## src/rtl/fqs_pkg.sv

```systemverilog
`default_nettype none

package fqs_pkg;

   // Character codes used by the parser
   localparam logic [7:0] ChrLf    = 8'h0A;
   localparam logic [7:0] ChrCr    = 8'h0D;
   localparam logic [7:0] ChrDquot = 8'h22;
   localparam logic [7:0] ChrPct   = 8'h25;
   localparam logic [7:0] ChrAmp   = 8'h26;
   localparam logic [7:0] ChrSemi  = 8'h3B;
   localparam logic [7:0] ChrLt    = 8'h3C;
   localparam logic [7:0] ChrGt    = 8'h3E;
   localparam logic [7:0] ChrA     = 8'h61;
   localparam logic [7:0] ChrB     = 8'h62;
   localparam logic [7:0] ChrG     = 8'h67;
   localparam logic [7:0] ChrL     = 8'h6C;
   localparam logic [7:0] ChrM     = 8'h6D;
   localparam logic [7:0] ChrO     = 8'h6F;
   localparam logic [7:0] ChrP     = 8'h70;
   localparam logic [7:0] ChrQ     = 8'h71;
   localparam logic [7:0] ChrR     = 8'h72;
   localparam logic [7:0] ChrT     = 8'h74;
   localparam logic [7:0] ChrU     = 8'h75;

   // Result kinds on rsp_tuser
   localparam logic KindText     = 1'b0;
   localparam logic KindQuoteEnd = 1'b1;

   // How one text character is rendered
   typedef enum logic [2:0] {
      CHR_NONE = 3'd0,
      CHR_BYTE = 3'd1,
      CHR_BR   = 3'd2,
      CHR_QUOT = 3'd3,
      CHR_AMP  = 3'd4,
      CHR_LT   = 3'd5,
      CHR_GT   = 3'd6
   } chr_type;

   // Work for one accepted word: optional <br> prefix, at most one character, optional quote end
   typedef struct packed {
      logic       br_pre;
      chr_type    chr;
      logic [7:0] txt;
      logic       end_mark;
   } plan_type;

   // Number of bytes a rendered character takes
   function automatic logic [3:0] chr_len(input chr_type chr);
      logic [3:0] n;
      begin
         unique case (chr)
            CHR_NONE: n = 4'd0;
            CHR_BYTE: n = 4'd1;
            CHR_BR:   n = 4'd4;
            CHR_QUOT: n = 4'd6;
            CHR_AMP:  n = 4'd5;
            CHR_LT:   n = 4'd4;
            CHR_GT:   n = 4'd4;
            default:  n = 4'd0;
         endcase
         return n;
      end
   endfunction

   // Byte at position pos of a rendered character
   function automatic logic [7:0] chr_at(input chr_type chr, input logic [2:0] pos,
                                         input logic [7:0] txt);
      logic [7:0] b;
      begin
         b = txt;
         unique case (chr)
            CHR_BR: begin
               unique case (pos)
                  3'd0:    b = ChrLt;
                  3'd1:    b = ChrB;
                  3'd2:    b = ChrR;
                  default: b = ChrGt;
               endcase
            end
            CHR_QUOT: begin
               unique case (pos)
                  3'd0:    b = ChrAmp;
                  3'd1:    b = ChrQ;
                  3'd2:    b = ChrU;
                  3'd3:    b = ChrO;
                  3'd4:    b = ChrT;
                  default: b = ChrSemi;
               endcase
            end
            CHR_AMP: begin
               unique case (pos)
                  3'd0:    b = ChrAmp;
                  3'd1:    b = ChrA;
                  3'd2:    b = ChrM;
                  3'd3:    b = ChrP;
                  default: b = ChrSemi;
               endcase
            end
            CHR_LT: begin
               unique case (pos)
                  3'd0:    b = ChrAmp;
                  3'd1:    b = ChrL;
                  3'd2:    b = ChrT;
                  default: b = ChrSemi;
               endcase
            end
            CHR_GT: begin
               unique case (pos)
                  3'd0:    b = ChrAmp;
                  3'd1:    b = ChrG;
                  3'd2:    b = ChrT;
                  default: b = ChrSemi;
               endcase
            end
            default: b = txt;
         endcase
         return b;
      end
   endfunction

endpackage

`default_nettype wire

```

## src/rtl/fortune_quote_splitter_core.sv

```systemverilog
`default_nettype none

// Fortune-file quote splitter. Each req word carries one text byte; the block renders it
// as zero or more rsp words: text bytes (tuser 0) and quote-end markers (tuser 1), with
// tlast on the last word caused by each req word. A percent sign after a newline ends a
// quote, a newline inside a quote becomes <br>, and with csr_wdata set to 1 the characters
// " & < > become HTML entities. Carriage returns are dropped. Results leave one per cycle
// through the output register unless rsp_tready stalls. A plain byte makes 1 result,
// an entity 4 to 6, a pending line break adds 4 and a quote end adds 1, up to 11.
// Words that make no result are taken at one per cycle while no earlier word is held.
module fortune_quote_splitter_core (
   input  wire logic       clock,
   input  wire logic       reset,
   input  wire logic       csr_we,
   input  wire logic       csr_wdata,    // escape_markup
   input  wire logic       req_tvalid,
   output logic            req_tready,
   input  wire logic [7:0] req_tdata,    // [7:0] text_byte
   input  wire logic       req_tlast,    // end_of_text
   output logic            rsp_tvalid,
   input  wire logic       rsp_tready,
   output logic [7:0]      rsp_tdata,    // [7:0] out_byte
   output logic            rsp_tuser,    // item_kind
   output logic            rsp_tlast     // run_last
);

   fqs_pkg::plan_type plan;

   fqs_parse u_parse (
      .clock       (clock),
      .reset       (reset),
      .csr_we      (csr_we),
      .csr_wdata   (csr_wdata),
      .accept      (req_tvalid && req_tready),
      .text_byte   (req_tdata),
      .end_of_text (req_tlast),
      .plan        (plan)
   );

   fqs_emit u_emit (
      .clock      (clock),
      .reset      (reset),
      .req_tvalid (req_tvalid),
      .req_tready (req_tready),
      .plan       (plan),
      .rsp_tvalid (rsp_tvalid),
      .rsp_tready (rsp_tready),
      .rsp_tdata  (rsp_tdata),
      .rsp_tuser  (rsp_tuser),
      .rsp_tlast  (rsp_tlast)
   );

endmodule

`default_nettype wire

```

## src/rtl/fqs_parse.sv

```systemverilog
`default_nettype none

module fqs_parse (
   input  wire logic             clock,
   input  wire logic             reset,
   input  wire logic             csr_we,
   input  wire logic             csr_wdata,
   input  wire logic             accept,
   input  wire logic [7:0]       text_byte,
   input  wire logic             end_of_text,
   output fqs_pkg::plan_type     plan
);

   typedef enum logic [1:0] {
      MODE_TEXT      = 2'd0,
      MODE_NEWLINE   = 2'd1,
      MODE_AFTER_END = 2'd2
   } mode_type;

   logic     escape_ff;
   mode_type mode_ff, mode_in;
   logic     quote_ff, quote_in;
   fqs_pkg::chr_type cls;

   // Classify the incoming character for rendering
   always_comb begin
      cls = fqs_pkg::CHR_BYTE;
      if (text_byte == fqs_pkg::ChrLf) begin
         cls = fqs_pkg::CHR_BR;
      end else if (escape_ff) begin
         priority if (text_byte == fqs_pkg::ChrDquot) cls = fqs_pkg::CHR_QUOT;
         else if (text_byte == fqs_pkg::ChrAmp) cls = fqs_pkg::CHR_AMP;
         else if (text_byte == fqs_pkg::ChrLt) cls = fqs_pkg::CHR_LT;
         else if (text_byte == fqs_pkg::ChrGt) cls = fqs_pkg::CHR_GT;
         else cls = fqs_pkg::CHR_BYTE;
      end
   end

   // Decode the word against the parse state
   always_comb begin
      plan.br_pre   = 1'b0;
      plan.chr      = fqs_pkg::CHR_NONE;
      plan.txt      = text_byte;
      plan.end_mark = 1'b0;
      mode_in       = mode_ff;
      quote_in      = quote_ff;
      if (text_byte != fqs_pkg::ChrCr) begin
         unique case (mode_ff)
            MODE_NEWLINE: begin
               if (text_byte == fqs_pkg::ChrPct) begin
                  plan.end_mark = 1'b1;
                  quote_in      = 1'b0;
                  mode_in       = MODE_AFTER_END;
               end else begin
                  mode_in     = MODE_TEXT;
                  plan.br_pre = 1'b1;
                  plan.chr    = cls;
                  quote_in    = 1'b1;
               end
            end
            MODE_AFTER_END: begin
               if (text_byte != fqs_pkg::ChrLf && text_byte != fqs_pkg::ChrPct) begin
                  mode_in  = MODE_TEXT;
                  plan.chr = cls;
                  quote_in = 1'b1;
               end
            end
            default: begin
               if (text_byte == fqs_pkg::ChrLf) begin
                  mode_in = MODE_NEWLINE;
               end else begin
                  plan.chr = cls;
                  quote_in = 1'b1;
               end
            end
         endcase
      end
      // Close a non-empty quote on the final word and restart
      if (end_of_text) begin
         if (quote_in) plan.end_mark = 1'b1;
         mode_in  = MODE_TEXT;
         quote_in = 1'b0;
      end
   end

   // Hold parse state and the escape setting
   always_ff @(posedge clock) begin
      if (reset) begin
         escape_ff <= 1'b0;
         mode_ff   <= MODE_TEXT;
         quote_ff  <= 1'b0;
      end else begin
         if (csr_we) escape_ff <= csr_wdata;
         if (accept) begin
            mode_ff  <= mode_in;
            quote_ff <= quote_in;
         end
      end
   end

endmodule

`default_nettype wire

```

## src/rtl/fqs_emit.sv

```systemverilog
`default_nettype none

module fqs_emit (
   input  wire logic             clock,
   input  wire logic             reset,
   input  wire logic             req_tvalid,
   output logic                  req_tready,
   input  wire fqs_pkg::plan_type plan,
   output logic                  rsp_tvalid,
   input  wire logic             rsp_tready,
   output logic [7:0]            rsp_tdata,
   output logic                  rsp_tuser,
   output logic                  rsp_tlast
);

   fqs_pkg::plan_type plan_ff;
   logic       plan_vld_ff;
   logic [3:0] idx_ff;
   logic       rsp_vld_ff;
   logic [7:0] data_ff, data_in;
   logic       kind_ff, kind_in;
   logic       last_ff;

   logic [3:0] pre_n, chr_n, cur_len, rel;
   logic       out_free, step, is_last, done, accept, new_has;

   // Work out the current item of the held plan
   always_comb begin
      pre_n   = plan_ff.br_pre ? 4'd4 : 4'd0;
      chr_n   = fqs_pkg::chr_len(plan_ff.chr);
      cur_len = pre_n + chr_n + {3'd0, plan_ff.end_mark};
      rel     = idx_ff - pre_n;
      is_last = (idx_ff == cur_len - 4'd1);
      kind_in = fqs_pkg::KindText;
      data_in = 8'd0;
      priority if (idx_ff < pre_n) begin
         data_in = fqs_pkg::chr_at(fqs_pkg::CHR_BR, idx_ff[2:0], plan_ff.txt);
      end else if (rel < chr_n) begin
         data_in = fqs_pkg::chr_at(plan_ff.chr, rel[2:0], plan_ff.txt);
      end else begin
         kind_in = fqs_pkg::KindQuoteEnd;
      end
   end

   // Handshake: advance when the output register can take a word
   assign out_free   = !rsp_vld_ff || rsp_tready;
   assign step       = plan_vld_ff && out_free;
   assign done       = step && is_last;
   assign req_tready = !plan_vld_ff || done;
   assign accept     = req_tvalid && req_tready;
   assign new_has    = plan.br_pre || (plan.chr != fqs_pkg::CHR_NONE) || plan.end_mark;

   // Hold the plan and step through its items
   always_ff @(posedge clock) begin
      if (reset) begin
         plan_vld_ff <= 1'b0;
         idx_ff      <= 4'd0;
         rsp_vld_ff  <= 1'b0;
      end else begin
         if (accept && new_has) begin
            plan_vld_ff <= 1'b1;
            idx_ff      <= 4'd0;
         end else if (done) begin
            plan_vld_ff <= 1'b0;
         end else if (step) begin
            idx_ff <= idx_ff + 4'd1;
         end
         if (step) rsp_vld_ff <= 1'b1;
         else if (rsp_tready) rsp_vld_ff <= 1'b0;
      end
   end

   // Load payload registers
   always_ff @(posedge clock) begin
      if (accept && new_has) plan_ff <= plan;
      if (step) begin
         data_ff <= data_in;
         kind_ff <= kind_in;
         last_ff <= is_last;
      end
   end

   assign rsp_tvalid = rsp_vld_ff;
   assign rsp_tdata  = data_ff;
   assign rsp_tuser  = kind_ff;
   assign rsp_tlast  = last_ff;

   // A held plan always has at least one item
   assert property (@(posedge clock) disable iff (reset) plan_vld_ff |-> cur_len != 4'd0)
      else $error("empty plan held");

   // The item index stays inside the plan
   assert property (@(posedge clock) disable iff (reset) plan_vld_ff |-> idx_ff < cur_len)
      else $error("item index past plan end");

   // A quote end closes the run of its word and carries a zero byte
   assert property (@(posedge clock) disable iff (reset)
                    rsp_vld_ff && kind_ff == fqs_pkg::KindQuoteEnd |-> last_ff && data_ff == 8'd0)
      else $error("quote end not last or not zero");

   // No new word is taken while a plan still has items to send
   assert property (@(posedge clock) disable iff (reset)
                    plan_vld_ff && !is_last |-> !req_tready)
      else $error("word taken mid-plan");

endmodule

`default_nettype wire

```

## config.mk

```make
export PLATFORM = sky130hd
export DESIGN_NAME = fortune_quote_splitter_core
export DESIGN_NICKNAME = d
export VERILOG_FILES = /design/src/rtl/fqs_pkg.sv /design/src/rtl/fortune_quote_splitter_core.sv /design/src/rtl/fqs_parse.sv /design/src/rtl/fqs_emit.sv
export SDC_FILE = /design/constraint.sdc
export NUM_CORES = 1
export LEC_CHECK = 0
export ABC_AREA = 1
export CORE_MARGIN = 2
export CORE_UTILIZATION = 63
export CTS_BUF_LIST = sky130_fd_sc_hd__clkbuf_8 sky130_fd_sc_hd__clkbuf_16
export CTS_CLUSTER_SIZE = 8
export DETAILED_ROUTE_END_ITERATION = 6
export DONT_BUFFER_PORTS = 1
export GPL_TIMING_DRIVEN = 0
export PLACE_DENSITY = 0.79
export SYNTH_ARGS = -nofsm -noshare
export SYNTH_HDL_FRONTEND = slang
export SYNTH_SLANG_ARGS = --single-unit
```

## constraint.sdc

```tcl
create_clock -name clock -period 3.7 [get_ports clock]
set_clock_uncertainty 0.2 [all_clocks]
set_input_delay 0.555 -clock clock [delete_from_list [all_inputs] [get_ports clock]]
set_output_delay 0.555 -clock clock [all_outputs]
set_load 0.01 [all_outputs]
```

=== Word level (Yosys, flattened, before mapping) ===
Index checks and enable logic that the tools add are counted.

* Register bits: 33
* Logic and storage cells: 113
* Output and inout bits: 12
* Input port bits: 15

* Multiplexer cells: 45
* Bitwise operators: 1
* Add/sub/neg operators: 5
* Equal/unequal tests: 25
* $lt $le $gt $ge: 2
* Reduce and logical (&&, ||, !) cells: 22

{| class="wikitable"
|+ Operators with widths
! cell !! number
|-
| $pmux W7 S3 || 4
|-
| $eq A8 B6 Y1 const B || 5
|-
| $pmux W8 S5 || 1
|-
| $pmux W7 S5 || 1
|-
| $pmux W7 S4 || 1
|-
| $mux W3 || 9
|-
| $mux W1 || 16
|-
| $mux W8 || 2
|-
| $ne A8 B4 Y1 const B || 2
|-
| $eq A3 B2 Y1 const B || 5
|-
| $eq A3 B3 Y1 const B || 4
|-
| $pmux W3 S4 || 1
|-
| $mux W2 || 5
|-
| $eq A3 B1 Y1 const B || 3
|-
| $eq A8 B4 Y1 const B || 1
|-
| $mux W4 || 2
|-
| $ne A8 B6 Y1 const B || 1
|-
| $logic_not A3 Y1 || 2
|-
| $pmux W3 S2 || 1
|-
| $reduce_bool A2 Y1 || 3
|-
| $logic_and A1 B1 Y1 || 5
|-
| $add A4 B1 Y4 || 1
|-
| $add A4 B1 Y4 const B || 1
|-
| $add A4 B3 Y4 || 1
|-
| 19 further kinds || 23
|}

=== Longest topological paths before layout ===
Gate-level depths: netlist (run 1).

* Word-level depth: 15
* Mapped depth: 18
* Depth with buffers taken out: 18

=== Modules after synthesis ===
A second synthesis (run 1) with hierarchy kept.

* Cells, all modules: 333
* Area, all modules: 2477.4 um^2

{| class="wikitable"
|+ Modules (own cells, without submodules)
! module !! area each (um^2) !! sequential area each (um^2) !! times used !! cells each
|-
| fqs_emit || 1841.8 || 810.8 || 1 || 236
|-
| fqs_parse || 628.1 || 80.1 || 1 || 95
|-
| fortune_quote_splitter_core || 7.5 || 0.0 || 1 || 2
|}

=== Least setup slack after synthesis (run 1) ===
Ideal clock, no wire load.

* Path kind: register to register
* From: register u_emit.plan_ff[11] (netlist name)
* To: register u_emit.plan_ff[0] (netlist name) (enable)
* Setup slack: 501 ps
* Period minus slack after synthesis: 3199 ps
* Required time: 3151 ps
* Stages on the path, launching flop included: 17
* Library setup time: 349 ps
* Data arrival time: 2650 ps
* Path buffers: 0
* Cell sequence: edfxtp_1 -> inv_1 -> nand3_1 -> inv_2 -> nor2_4 -> ha_1 -> inv_1 -> fa_1 -> xnor2_1 -> nand2_1 -> nand2_1 -> nand4_1 -> nand2_2 -> nand2_2 -> inv_2 -> nand2_2 -> inv_1

* Cells in the longest elaborated chain, start to end: 11
* Elaborated cells on any way between the ends: 16
* Classes of those cells: add/sub (3); eq/ne (7); mux (1); reduce/logical (5)

{| class="wikitable"
|+ Ends and longest elaborated chain
! what !! line !! RTL
|-
| start, declared || fqs_emit.sv:16 || <nowiki>fqs_pkg::plan_type plan_ff;</nowiki>
|-
| start signal, assigned || fqs_emit.sv:75 || <nowiki>if (accept && new_has) plan_ff <= plan;</nowiki>
|-
| $eq A3 B2 Y1 / $eq A3 B3 Y1 (equally long branches) || fqs_pkg.sv:53 || <nowiki>unique case (chr)</nowiki>
|-
| $reduce_or A3 Y1 (no line) || n/a ||
|-
| $pmux W3 S4 (*) || fqs_pkg.sv:53 ||
|-
| $add A4 B3 Y4 (*) || fqs_emit.sv:31 || <nowiki>cur_len = pre_n + chr_n + {3'd0, plan_ff.end_mark};</nowiki>
|-
| $add A4 B1 Y4 (*) || fqs_emit.sv:31 ||
|-
| $sub A4 B1 Y4 (*) || fqs_emit.sv:33 || <nowiki>is_last = (idx_ff == cur_len - 4'd1);</nowiki>
|-
| $eq A4 B4 Y1 (*) || fqs_emit.sv:33 ||
|-
| $logic_and A1 B1 Y1 (*) || fqs_emit.sv:48 || <nowiki>assign done = step && is_last;</nowiki>
|-
| $logic_or A1 B1 Y1 (*) || fqs_emit.sv:49 || <nowiki>assign req_tready = !plan_vld_ff || done;</nowiki>
|-
| net req_tready || fortune_quote_splitter_core.sv:17 || <nowiki>output logic req_tready,</nowiki>
|-
| $logic_and A1 B1 Y1 (*) || fqs_emit.sv:50 || <nowiki>assign accept = req_tvalid && req_tready;</nowiki>
|-
| $logic_and A1 B1 Y1 (*) || fqs_emit.sv:75 ||
|}

Mark *: on every way through the listed nets, which the timed path passes. The rest lies on a longest branch.
A chain may end at the register's enable or synchronous reset.

=== Final worst setup path (run 1) ===
* From: register u_emit.plan_ff[11] (netlist name)
* To: output req_tready

* Cells in the longest elaborated chain, start to end: 9
* Elaborated cells on any way between the ends: 14
* Classes of those cells: add/sub (3); eq/ne (7); mux (1); reduce/logical (3)

{| class="wikitable"
|+ Ends and longest elaborated chain
! what !! line
|-
| $eq A3 B2 Y1 / $eq A3 B3 Y1 (equally long branches) || fqs_pkg.sv:53
|-
| $reduce_or A3 Y1 (no line) || n/a
|-
| $pmux W3 S4 (*) || fqs_pkg.sv:53
|-
| $add A4 B3 Y4 (*) || fqs_emit.sv:31
|-
| $add A4 B1 Y4 (*) || fqs_emit.sv:31
|-
| $sub A4 B1 Y4 (*) || fqs_emit.sv:33
|-
| $eq A4 B4 Y1 (*) || fqs_emit.sv:33
|-
| $logic_and A1 B1 Y1 (*) || fqs_emit.sv:48
|-
| $logic_or A1 B1 Y1 (*) || fqs_emit.sv:49
|-
| end, declared || fortune_quote_splitter_core.sv:17
|}

Every way passes the cells marked *; elsewhere a longest branch is shown, timed or not.

==> results.yml, run 1 <==
status:
  outcome: "completed"
clock_tree:
  numCtsBuffers: 5
  cts_tree: "done"
  cts_resized: 0
  max-clock-path-buffers: 2
  hold_buffers: 0
  htree_num_levels: 2
  cts.sinks: 33
  root_buffer: "clkbuf_8"
  post_cts_buffers: 0
  clk_pin_slew_ns: 0.06
  worstSkewPairLatency_ns: 0.28
sta:
  rsz0062_at_grt: "no"
  fin_ws_ns: 0.247
  fmax_mhz: 290
  finalSetupViolCount: 0
  finalMaxSlewViolations: 0
  hold_viol: 0
  timing_worst_slew_pin_value_ns: 1.16
  period_share: 0.933
  max_slew_margin: 0.225
  finalCriticalPeriod_ns: 3.45
  finalSetupTns_ns: 0
layout:
  layout-drive-gt1-share: 0.0930
  utilization: 0.704
  layout_commonest_cell: "nand2_1"
  final_cell_mix: "62 x nand2_1, 50 x inv_1, 30 x nor2_1"
  fin_nets: 329
  area_growth_pct: 6.41
  fill_cells: 299
  n_antenna_cell: 0
power:
  vdd_drop_max_v: 0.000339
  power_mw: 1.23
  power_per_cell_area_nw_per_um2: 519
  p_leak_nw: 1.08
die:
  row_count: 21
  die_w_um: 63.4
  core_area_um2: 3360
  initial_utilization: 0.662
  dieArea_um2: 4020
  pin_count: 27
  die_y_um: 63.4
placement:
  hpwl_um: 3350
  place.gp.congestion: 0.935
  pre_cts_slack_ns: 0.152
  port_buffers: 0
routing:
  vias_per_cell: 5.45
  drt_iter0_markers: 151
  ant_nets: 0
  vias: 1891
  firstDrtPassIters: 5
  drc: 0
  wl_per_cell_um: 12.3
  wl_um: 4260
logic_synthesis:
  synthCells: 293
  ys_types: 35
  yosysSeqAreaShare: 0.400
  syn_avg_cell_area_um2: 7.60
  syn-num-nets: 322
  synth_flop_cell: "edfxtp_1"
  synth_edf_count: 23
  ys.warnings.count: 0
  synthArstFlopShare: 0
  synth.ff_latch_count: 33
  netlist_area_um2: 2230
global_routing:
  grt_usage: 0.237
  overflow: 0
  first_global_vias: 1775
  antenna_found_initial: 0
  grt_max_degree: 14
  grt_pass1_wl_um: 7400
worst_setup_path:
  r2r-end: "u_emit.plan_ff[3]"
  cp.required_ns: 2.94
  crit_fanout: 8
  r2r_slack_ns: 0.30
  crit_type: "reg2out"
  critPathCaptureType: "output port"
  reg2regPathDepth: 16
  arrival_ns: 2.70
  rr_startpoint: "u_emit.plan_ff[11]"
  startpoint_type: "flip-flop"
hold_path:
  hold_path_depth: 1
  hold_path_startpoint: "reset"
  hold_class: "in2reg"
  holdPathEnd: "u_emit.plan_vld_ff"
flow_run:
  cap_violations: 0
-- critical path: stages (launching register included) --
cell and delay, ns:
edfxtp_1 0.45, inv_1 0.12, nand3_1 0.17, inv_2 0.20, nor2_4 0.09, ha_1 0.27
inv_1 0.05, fa_1 0.46, xnor2_1 0.18, nand2_1 0.06, nand2_1 0.09, nand4_1 0.12
nand2_2 0.14
-- power breakdown --
group | switching [mW] | internal (mW)
Clock | 0.127 | 0.126
Combinational | 0.294 | 0.160
Sequential | 0.0431 | 0.478
-- per-stage QoR --
step | hold WS (ns) | instances | instance area [um^2]
floorplan | 0.252 | 293 | 2230
global placement | 0.265 | 339 | 2280
CTS | 0.127 | 347 | 2360
finish | 0.130 | 347 | 2370
global route | 0.127 | 347 | 2370
detailed placement | 0.267 | 339 | 2280
-- sequential cells by signal (all words and copies together) (netlist names) --
register / cells
u_emit.rsp_tvalid: 1
u_parse.quote_ff: 1
u_parse.mode_ff: 2
u_emit.plan_vld_ff: 1
u_emit.rsp_tlast: 1
u_emit.idx_ff: 4
u_emit.rsp_tuser: 1
u_emit.rsp_tdata: 8
u_emit.plan_ff: 13
u_parse.escape_ff: 1
-- cell families after synthesis --
kind of cell / synth area share
fa+ha+maj: 0.0821
simple gates: 0.282
compound gates: 0.115
flops: 0.400
xor+xnor: 0.0275
buf+inv: 0.0933
-- synthesized netlist by cell type, types with 2 or more instances --
cell type | count | area [um^2]
a211oi_1 | 2 | 15.0
a21oi_1 | 16 | 80.1
dfxtp_1 | 10 | 200
edfxtp_1 | 23 | 691
ha_1 | 13 | 163
inv_1 | 49 | 184
inv_2 | 5 | 18.8
nand2_1 | 62 | 233
nand2_2 | 7 | 43.8
nand3_1 | 19 | 95.1
nand4_1 | 4 | 25.0
nor2_1 | 30 | 113
nor2_2 | 2 | 12.5
nor2_4 | 3 | 33.8
nor3_1 | 3 | 15.0
o21ai_0 | 15 | 75.1
o21ai_1 | 4 | 20.0
o22ai_1 | 3 | 18.8
or2_0 | 2 | 12.5
xnor2_1 | 2 | 17.5
xor2_1 | 5 | 43.8
-- worst max-delay path by stage --
stage	from	to	slack, ns	depth (start not counted)
floorplan	u_emit.plan_ff[11]	u_emit.plan_ff[0]	0.50	16
global placement	u_emit.plan_ff[11]	u_emit.plan_ff[8]	0.17	16
detailed placement	u_emit.plan_ff[11]	u_emit.plan_ff[6]	0.15	16
CTS	u_emit.plan_ff[11]	u_emit.plan_ff[6]	0.11	16
global route	u_emit.plan_ff[11]	u_emit.plan_ff[8]	0.04	16
finish	u_emit.plan_ff[11]	req_tready	0.25	12
-- layout make-up --
type | count | area, um^2 | share of cell area
Multi-Input combinational cell | 205 | 1130 | 0.476
Buffer | 1 | 5.00 | 0.00211
Clock inverter | 3 | 12.5 | 0.00528
Clock buffer | 5 | 68.8 | 0.0291
Inverter | 54 | 206 | 0.0872
Tap cell | 46 | 57.6 | 0.0243
Sequential cell | 33 | 891 | 0.376
-- per-layer routing --
layer | wire (um) | global-route usage | vias up | part of all wire
met3 | 204 | 0.0607 | 5 | 0.048
li1 | - | - | 967 | -
met2 | 2130 | 0.418 | 52 | 0.50
met1 | 1870 | 0.276 | 867 | 0.44
met5 | 0 | 0 | - | 0
met4 | 59 | 0.0815 | 0 | 0.014
Power figures use the tool's default switching activity.
==> inputs of run 2 (changes only) <==
--- a/config.mk
+++ b/config.mk
@@ -6,7 +6,7 @@
 export NUM_CORES = 1
 export LEC_CHECK = 0
 export ABC_AREA = 1
-export CORE_MARGIN = 2
+export CORE_MARGIN = 5
 export CORE_UTILIZATION = 63
 export CTS_BUF_LIST = sky130_fd_sc_hd__clkbuf_8 sky130_fd_sc_hd__clkbuf_16
 export CTS_CLUSTER_SIZE = 8
==> run 2 against run 1 <==
- register-to-register slack barely moved
- critical path depth did not move
- cell count did not move
- total power fell by 0.23%
- critical endpoint unchanged
- largest power group unchanged
==> results.yml, run 2 (synthesis gave the netlist of run 1 again) <==
placement:
  place_inst: 339
  port_buffers: 0
  place.gp.congestion: 0.924
  hpwl_um: 3360
global_routing:
  first_global_vias: 1747
  grt_usage: 0.186
  met3_usage: 0.0522
  grt_max_degree: 14
  overflow: 0
  antenna_found_initial: 0
  grt_pass1_wl_um: 7280
  met2_usage: 0.302
  busiest_layer: "met2"
  use_met1: 0.227
die:
  core_area_um2: 3390
  dieArea_um2: 4820
  row_count: 21
  initial_utilization: 0.657
  die_y_um: 69.4
  pin_count: 27
  die_w_um: 69.4
sta:
  timing_worst_slew_pin_value_ns: 1.18
  finalSetupTns_ns: 0
  finalCriticalPeriod_ns: 3.43
  finalSetupViolCount: 0
  hold_viol: 0
  fmax_mhz: 292
  period_share: 0.926
  rsz0062_at_grt: "no"
  finalMaxSlewViolations: 0
  max_slew_margin: 0.214
routing:
  drt_iter0_markers: 125
  vias: 1866
  drc: 0
  firstDrtPassIters: 4
  wl_um: 4230
  wl_per_cell_um: 12.2
  vias_per_cell: 5.38
  ant_nets: 0
layout:
  final_cell_mix: "62 x nand2_1, 50 x inv_1, 30 x nor2_1"
  register_area_um2: 891
  fin_nets: 329
  fin_cells: 347
  layout-drive-gt1-share: 0.0897
  top_register: "u_emit.plan_ff"
  multi_input_comb_area_um2: 1130
  n_antenna_cell: 0
  largest_reg_flops: 13
  area_growth_pct: 6.35
  fill_cells: 268
  layout_commonest_cell: "nand2_1"
worst_setup_path:
  critPathCaptureType: "output port"
  crit_fanout: 8
  cp.required_ns: 2.94
  startpoint_type: "flip-flop"
  slowest_delay_ns: 0.47
  arrival_ns: 2.67
  crit_type: "reg2out"
  slowest_stage: "fa_1"
  worstPathCellList: "inv_1, nand3_1, inv_2, nor2_4, ha_1, inv_1, fa_1, xnor2_1, nand2_1, nand2_1, nand4_1, nand2_2"
power:
  power_per_cell_area_nw_per_um2: 518
  switching_share: 0.378
  power_switching_uw: 463
  p_leak_nw: 1.08
  clkPwrFrac: 0.205
  p_seq_frac: 0.425
  vdd_drop_max_v: 0.000302
  power_frac_comb: 0.370
  p_int_uw: 763
flow_run:
  cap_violations: 0
status:
  outcome: "completed"
clock_tree:
  worstSkewPairLatency_ns: 0.28
  htree_num_levels: 2
  max-clock-path-buffers: 2
  clk_pin_slew_ns: 0.07
  root_buffer: "clkbuf_8"
  cts.sinks: 33
  numCtsBuffers: 5
  cts_tree: "done"
hold_path:
  hold_class: "in2reg"
## run 2: cell counts in the layout (fill, tap and decap cells not counted)
Identical to the previous run, type by type.
## run 2: power by group through the flow
stage / registers (mW) / logic, mW / clock network, mW
floorplan: 0.520 / 0.370 / 0
global placement: 0.529 / 0.438 / 0
detailed placement: 0.530 / 0.448 / 0
CTS: 0.522 / 0.451 / 0.256
global route: 0.528 / 0.522 / 0.275
finish: 0.521 / 0.453 / 0.251
## run 2: worst max-delay path: cells and delay by family, from the launching register on
kind | cells | cell delay (ns)
xor+xnor | 1 | 0.17
fa+ha+maj | 2 | 0.75
buf+inv | 3 | 0.37
flops | 1 | 0.45
simple gates | 6 | 0.65
## run 2: layout make-up
cell class,instances,area share
Tap cell,46,0.0243
Inverter,54,0.0872
Clock inverter,3,0.00476
Clock buffer,5,0.0291
Multi-Input combinational cell,205,0.476
Buffer,1,0.00211
Sequential cell,33,0.376
## run 2: final timing paths
path | from | end | slack, ns | depth (start not counted)
worst max-delay path | u_emit.plan_ff[11] | req_tready | 0.27 | 12
worst min-delay path | reset | u_parse.quote_ff | 0.13 | 1
worst max register to register | u_emit.plan_ff[11] | u_emit.plan_ff[8] | 0.31 | 16
worst min register to register | u_parse.quote_ff | u_parse.quote_ff | 0.28 | 2
## run 2: repair_timing
action / CTS / global route
gates resized for setup: 0 / 1
endpoints found under the setup margin: 0 / 13
hold endpoints to repair: 0 / 0
buffers inserted: 0 / 0
hold buffers: 0 / 0
## run 2: layer usage
metal,share of wire,vias up
met4,0.023,0
met2,0.48,52
met1,0.45,829
met5,0,-
li1,-,975
met3,0.053,10
## run 2: stage by stage
step | hold WS (ns) | worst slack, ns | cell area, um^2 | total power, mW | util
after floorplan | 0.252 | 0.501 | 2230 | 0.890 | -
after global placement | 0.266 | 0.156 | 2280 | 0.967 | 0.674
after detailed placement | 0.278 | 0.135 | 2280 | 0.978 | 0.674
after CTS | 0.124 | 0.128 | 2360 | 1.23 | 0.697
after global routing | 0.121 | 0.0398 | 2370 | 1.32 | 0.698
final | 0.132 | 0.272 | 2370 | 1.23 | 0.698
==> inputs of run 3 (changes only) <==
==> constraint.sdc (replaced) <==
create_clock -name clock -period 3.7 [get_ports clock]
set_clock_uncertainty 0.2 [all_clocks]
set_input_delay 0.37 -clock clock [delete_from_list [all_inputs] [get_ports clock]]
set_output_delay 0.37 -clock clock [all_outputs]
set_load 0.01 [all_outputs]
==> run 3 against run 2 <==
- total power rose by 1.1%
- sequential share of layout area fell by 1.4 points
- core utilization up 2.7 points
- die area is the same
- worst setup slack improved by 0.027 ns
- non-clock buffer count up 9
- critical path depth increased by 4
- combinational power grew 2%
- critical endpoint is now u_emit.plan_ff[4]
==> results.yml, run 3 (synthesis gave the netlist of run 1 again) <==
status:
  outcome: "completed"
power:
  p_leak_nw: 1.11
  power_per_cell_area_nw_per_um2: 504
  p_seq_frac: 0.421
  power_switching_uw: 469
  clkPwrFrac: 0.204
  vdd_drop_max_v: 0.000304
  p_int_uw: 769
  switching_share: 0.379
  power_frac_comb: 0.374
layout:
  layout-drive-gt1-share: 0.0871
  top_register: "u_emit.plan_ff"
  fin_nets: 338
  area_growth_pct: 10.4
  n_antenna_cell: 0
  final_cell_mix: "62 x nand2_1, 50 x inv_1, 30 x nor2_1"
  largest_reg_flops: 13
  fin_cells: 356
  layout_commonest_cell: "nand2_1"
  utilization: 0.725
die:
  die_y_um: 69.4
  dieArea_um2: 4820
  initial_utilization: 0.657
  pin_count: 27
  die_w_um: 69.4
  row_count: 21
  core_area_um2: 3390
worst_setup_path:
  critPathLaunch: "u_emit.plan_ff[11]"
  crit_top_cell: "nand2_2"
  worstPathCellList: "inv_1, nand3_1, inv_2, nor2_4, ha_1, inv_1, fa_1, xor2_1, nand2_1, nand2_1, nand4_1, nand2_2, nand2_2, inv_2, nand2_2, clkinvlp_4"
  startpoint_type: "flip-flop"
  cp.required_ns: 3.47
  crit_fanout: 13
  arrival_ns: 3.17
  slowest_stage: "fa_1"
  rr_startpoint: "u_emit.plan_ff[11]"
  crit_type: "reg2reg"
  critPathCaptureType: "flip-flop"
  slowest_delay_ns: 0.47
global_routing:
  met3_usage: 0.0551
  overflow: 0
  use_met1: 0.236
  grt_pass1_wl_um: 7720
  busiest_layer: "met2"
  antenna_found_initial: 0
  grt_usage: 0.197
  grt_max_degree: 14
  first_global_vias: 1849
  met2_usage: 0.326
clock_tree:
  max-clock-path-buffers: 2
  htree_num_levels: 2
  cts.sinks: 33
  cts_tree: "done"
  root_buffer: "clkbuf_8"
  post_cts_buffers: 0
  numCtsBuffers: 5
  clk_pin_slew_ns: 0.07
  worstSkewPairLatency_ns: 0.28
routing:
  wl_per_cell_um: 12.4
  wl_um: 4430
  drt_iter0_markers: 107
  firstDrtPassIters: 5
  vias_per_cell: 5.35
  drc: 0
  ant_nets: 0
  vias: 1903
hold_path:
  hold_path_startpoint: "csr_wdata"
  hold_class: "in2reg"
sta:
  hold_viol: 0
  finalMaxSlewViolations: 0
  period_share: 0.919
  rsz0062_at_grt: "no"
  finalSetupViolCount: 0
  fmax_mhz: 294
  timing_worst_slew_pin_value_ns: 1.18
  finalCriticalPeriod_ns: 3.40
  finalSetupTns_ns: 0
  max_slew_margin: 0.213
flow_run:
  cap_violations: 0
placement:
  hpwl_um: 3360
  port_buffers: 0
  place_inst: 339
  place.gp.congestion: 0.924
run 3: area by class of cell:
cell class	count	area, um^2
multi-input combinational	205	1130
fill	258	932
sequential	33	891
inverter	54	206
timing repair buffer	9	90.1
clock buffer	5	68.8
tap	46	57.6
clock inverter	3	11.3
buffer	1	5.00
run 3: through the flow:
stage / hold slack [ns] / cell area [um^2] / worst slack (ns) / power (mW)
final: 0.0282 / 2460 / 0.299 / 1.24
after global routing: 0.0628 / 2460 / 0.0232 / 1.34
after CTS: 0.0289 / 2450 / 0.128 / 1.24
after detailed placement: 0.245 / 2280 / 0.135 / 0.978
after global placement: 0.240 / 2280 / 0.156 / 0.967
after floorplan: 0.239 / 2230 / 0.501 / 0.890
run 3: layer usage:
metal	routed length (um)	vias to the layer above
met1	1940	843
li1	-	990
met5	0	-
met3	259	8
met2	2160	62
met4	78	0
run 3: critical path: cells and delay by family (launching register included):
| family | cells | cell delay [ns] |
|---|---|---|
| buf+inv | 5 | 0.69 |
| xor+xnor | 1 | 0.18 |
| fa+ha+maj | 2 | 0.74 |
| flops | 1 | 0.45 |
| simple gates | 8 | 0.82 |
run 3: power groups by stage:
stage	clock network [mW]	logic, mW	registers [mW]
2_1_floorplan	0	0.370	0.520
4_1_cts	0.256	0.459	0.522
3_3_place_gp	0	0.438	0.529
6_report	0.253	0.463	0.522
3_5_place_dp	0	0.448	0.530
5_1_grt	0.275	0.533	0.529
run 3: worst paths after layout:
path / to / slack (ns) / depth (start not counted)
setup reg to reg: u_emit.plan_ff[4] / 0.30 / 16
setup / recovery: u_emit.plan_ff[4] / 0.30 / 16
hold / removal: u_parse.escape_ff / 0.03 / 2
hold reg to reg: u_emit.rsp_tvalid / 0.29 / 2
run 3: repair_timing:
item                       4_1_cts  5_1_grt
resized for setup                0        1
setup endpoints to repair        0       13
hold buffers                     9        0
hold endpoints to repair        12        0
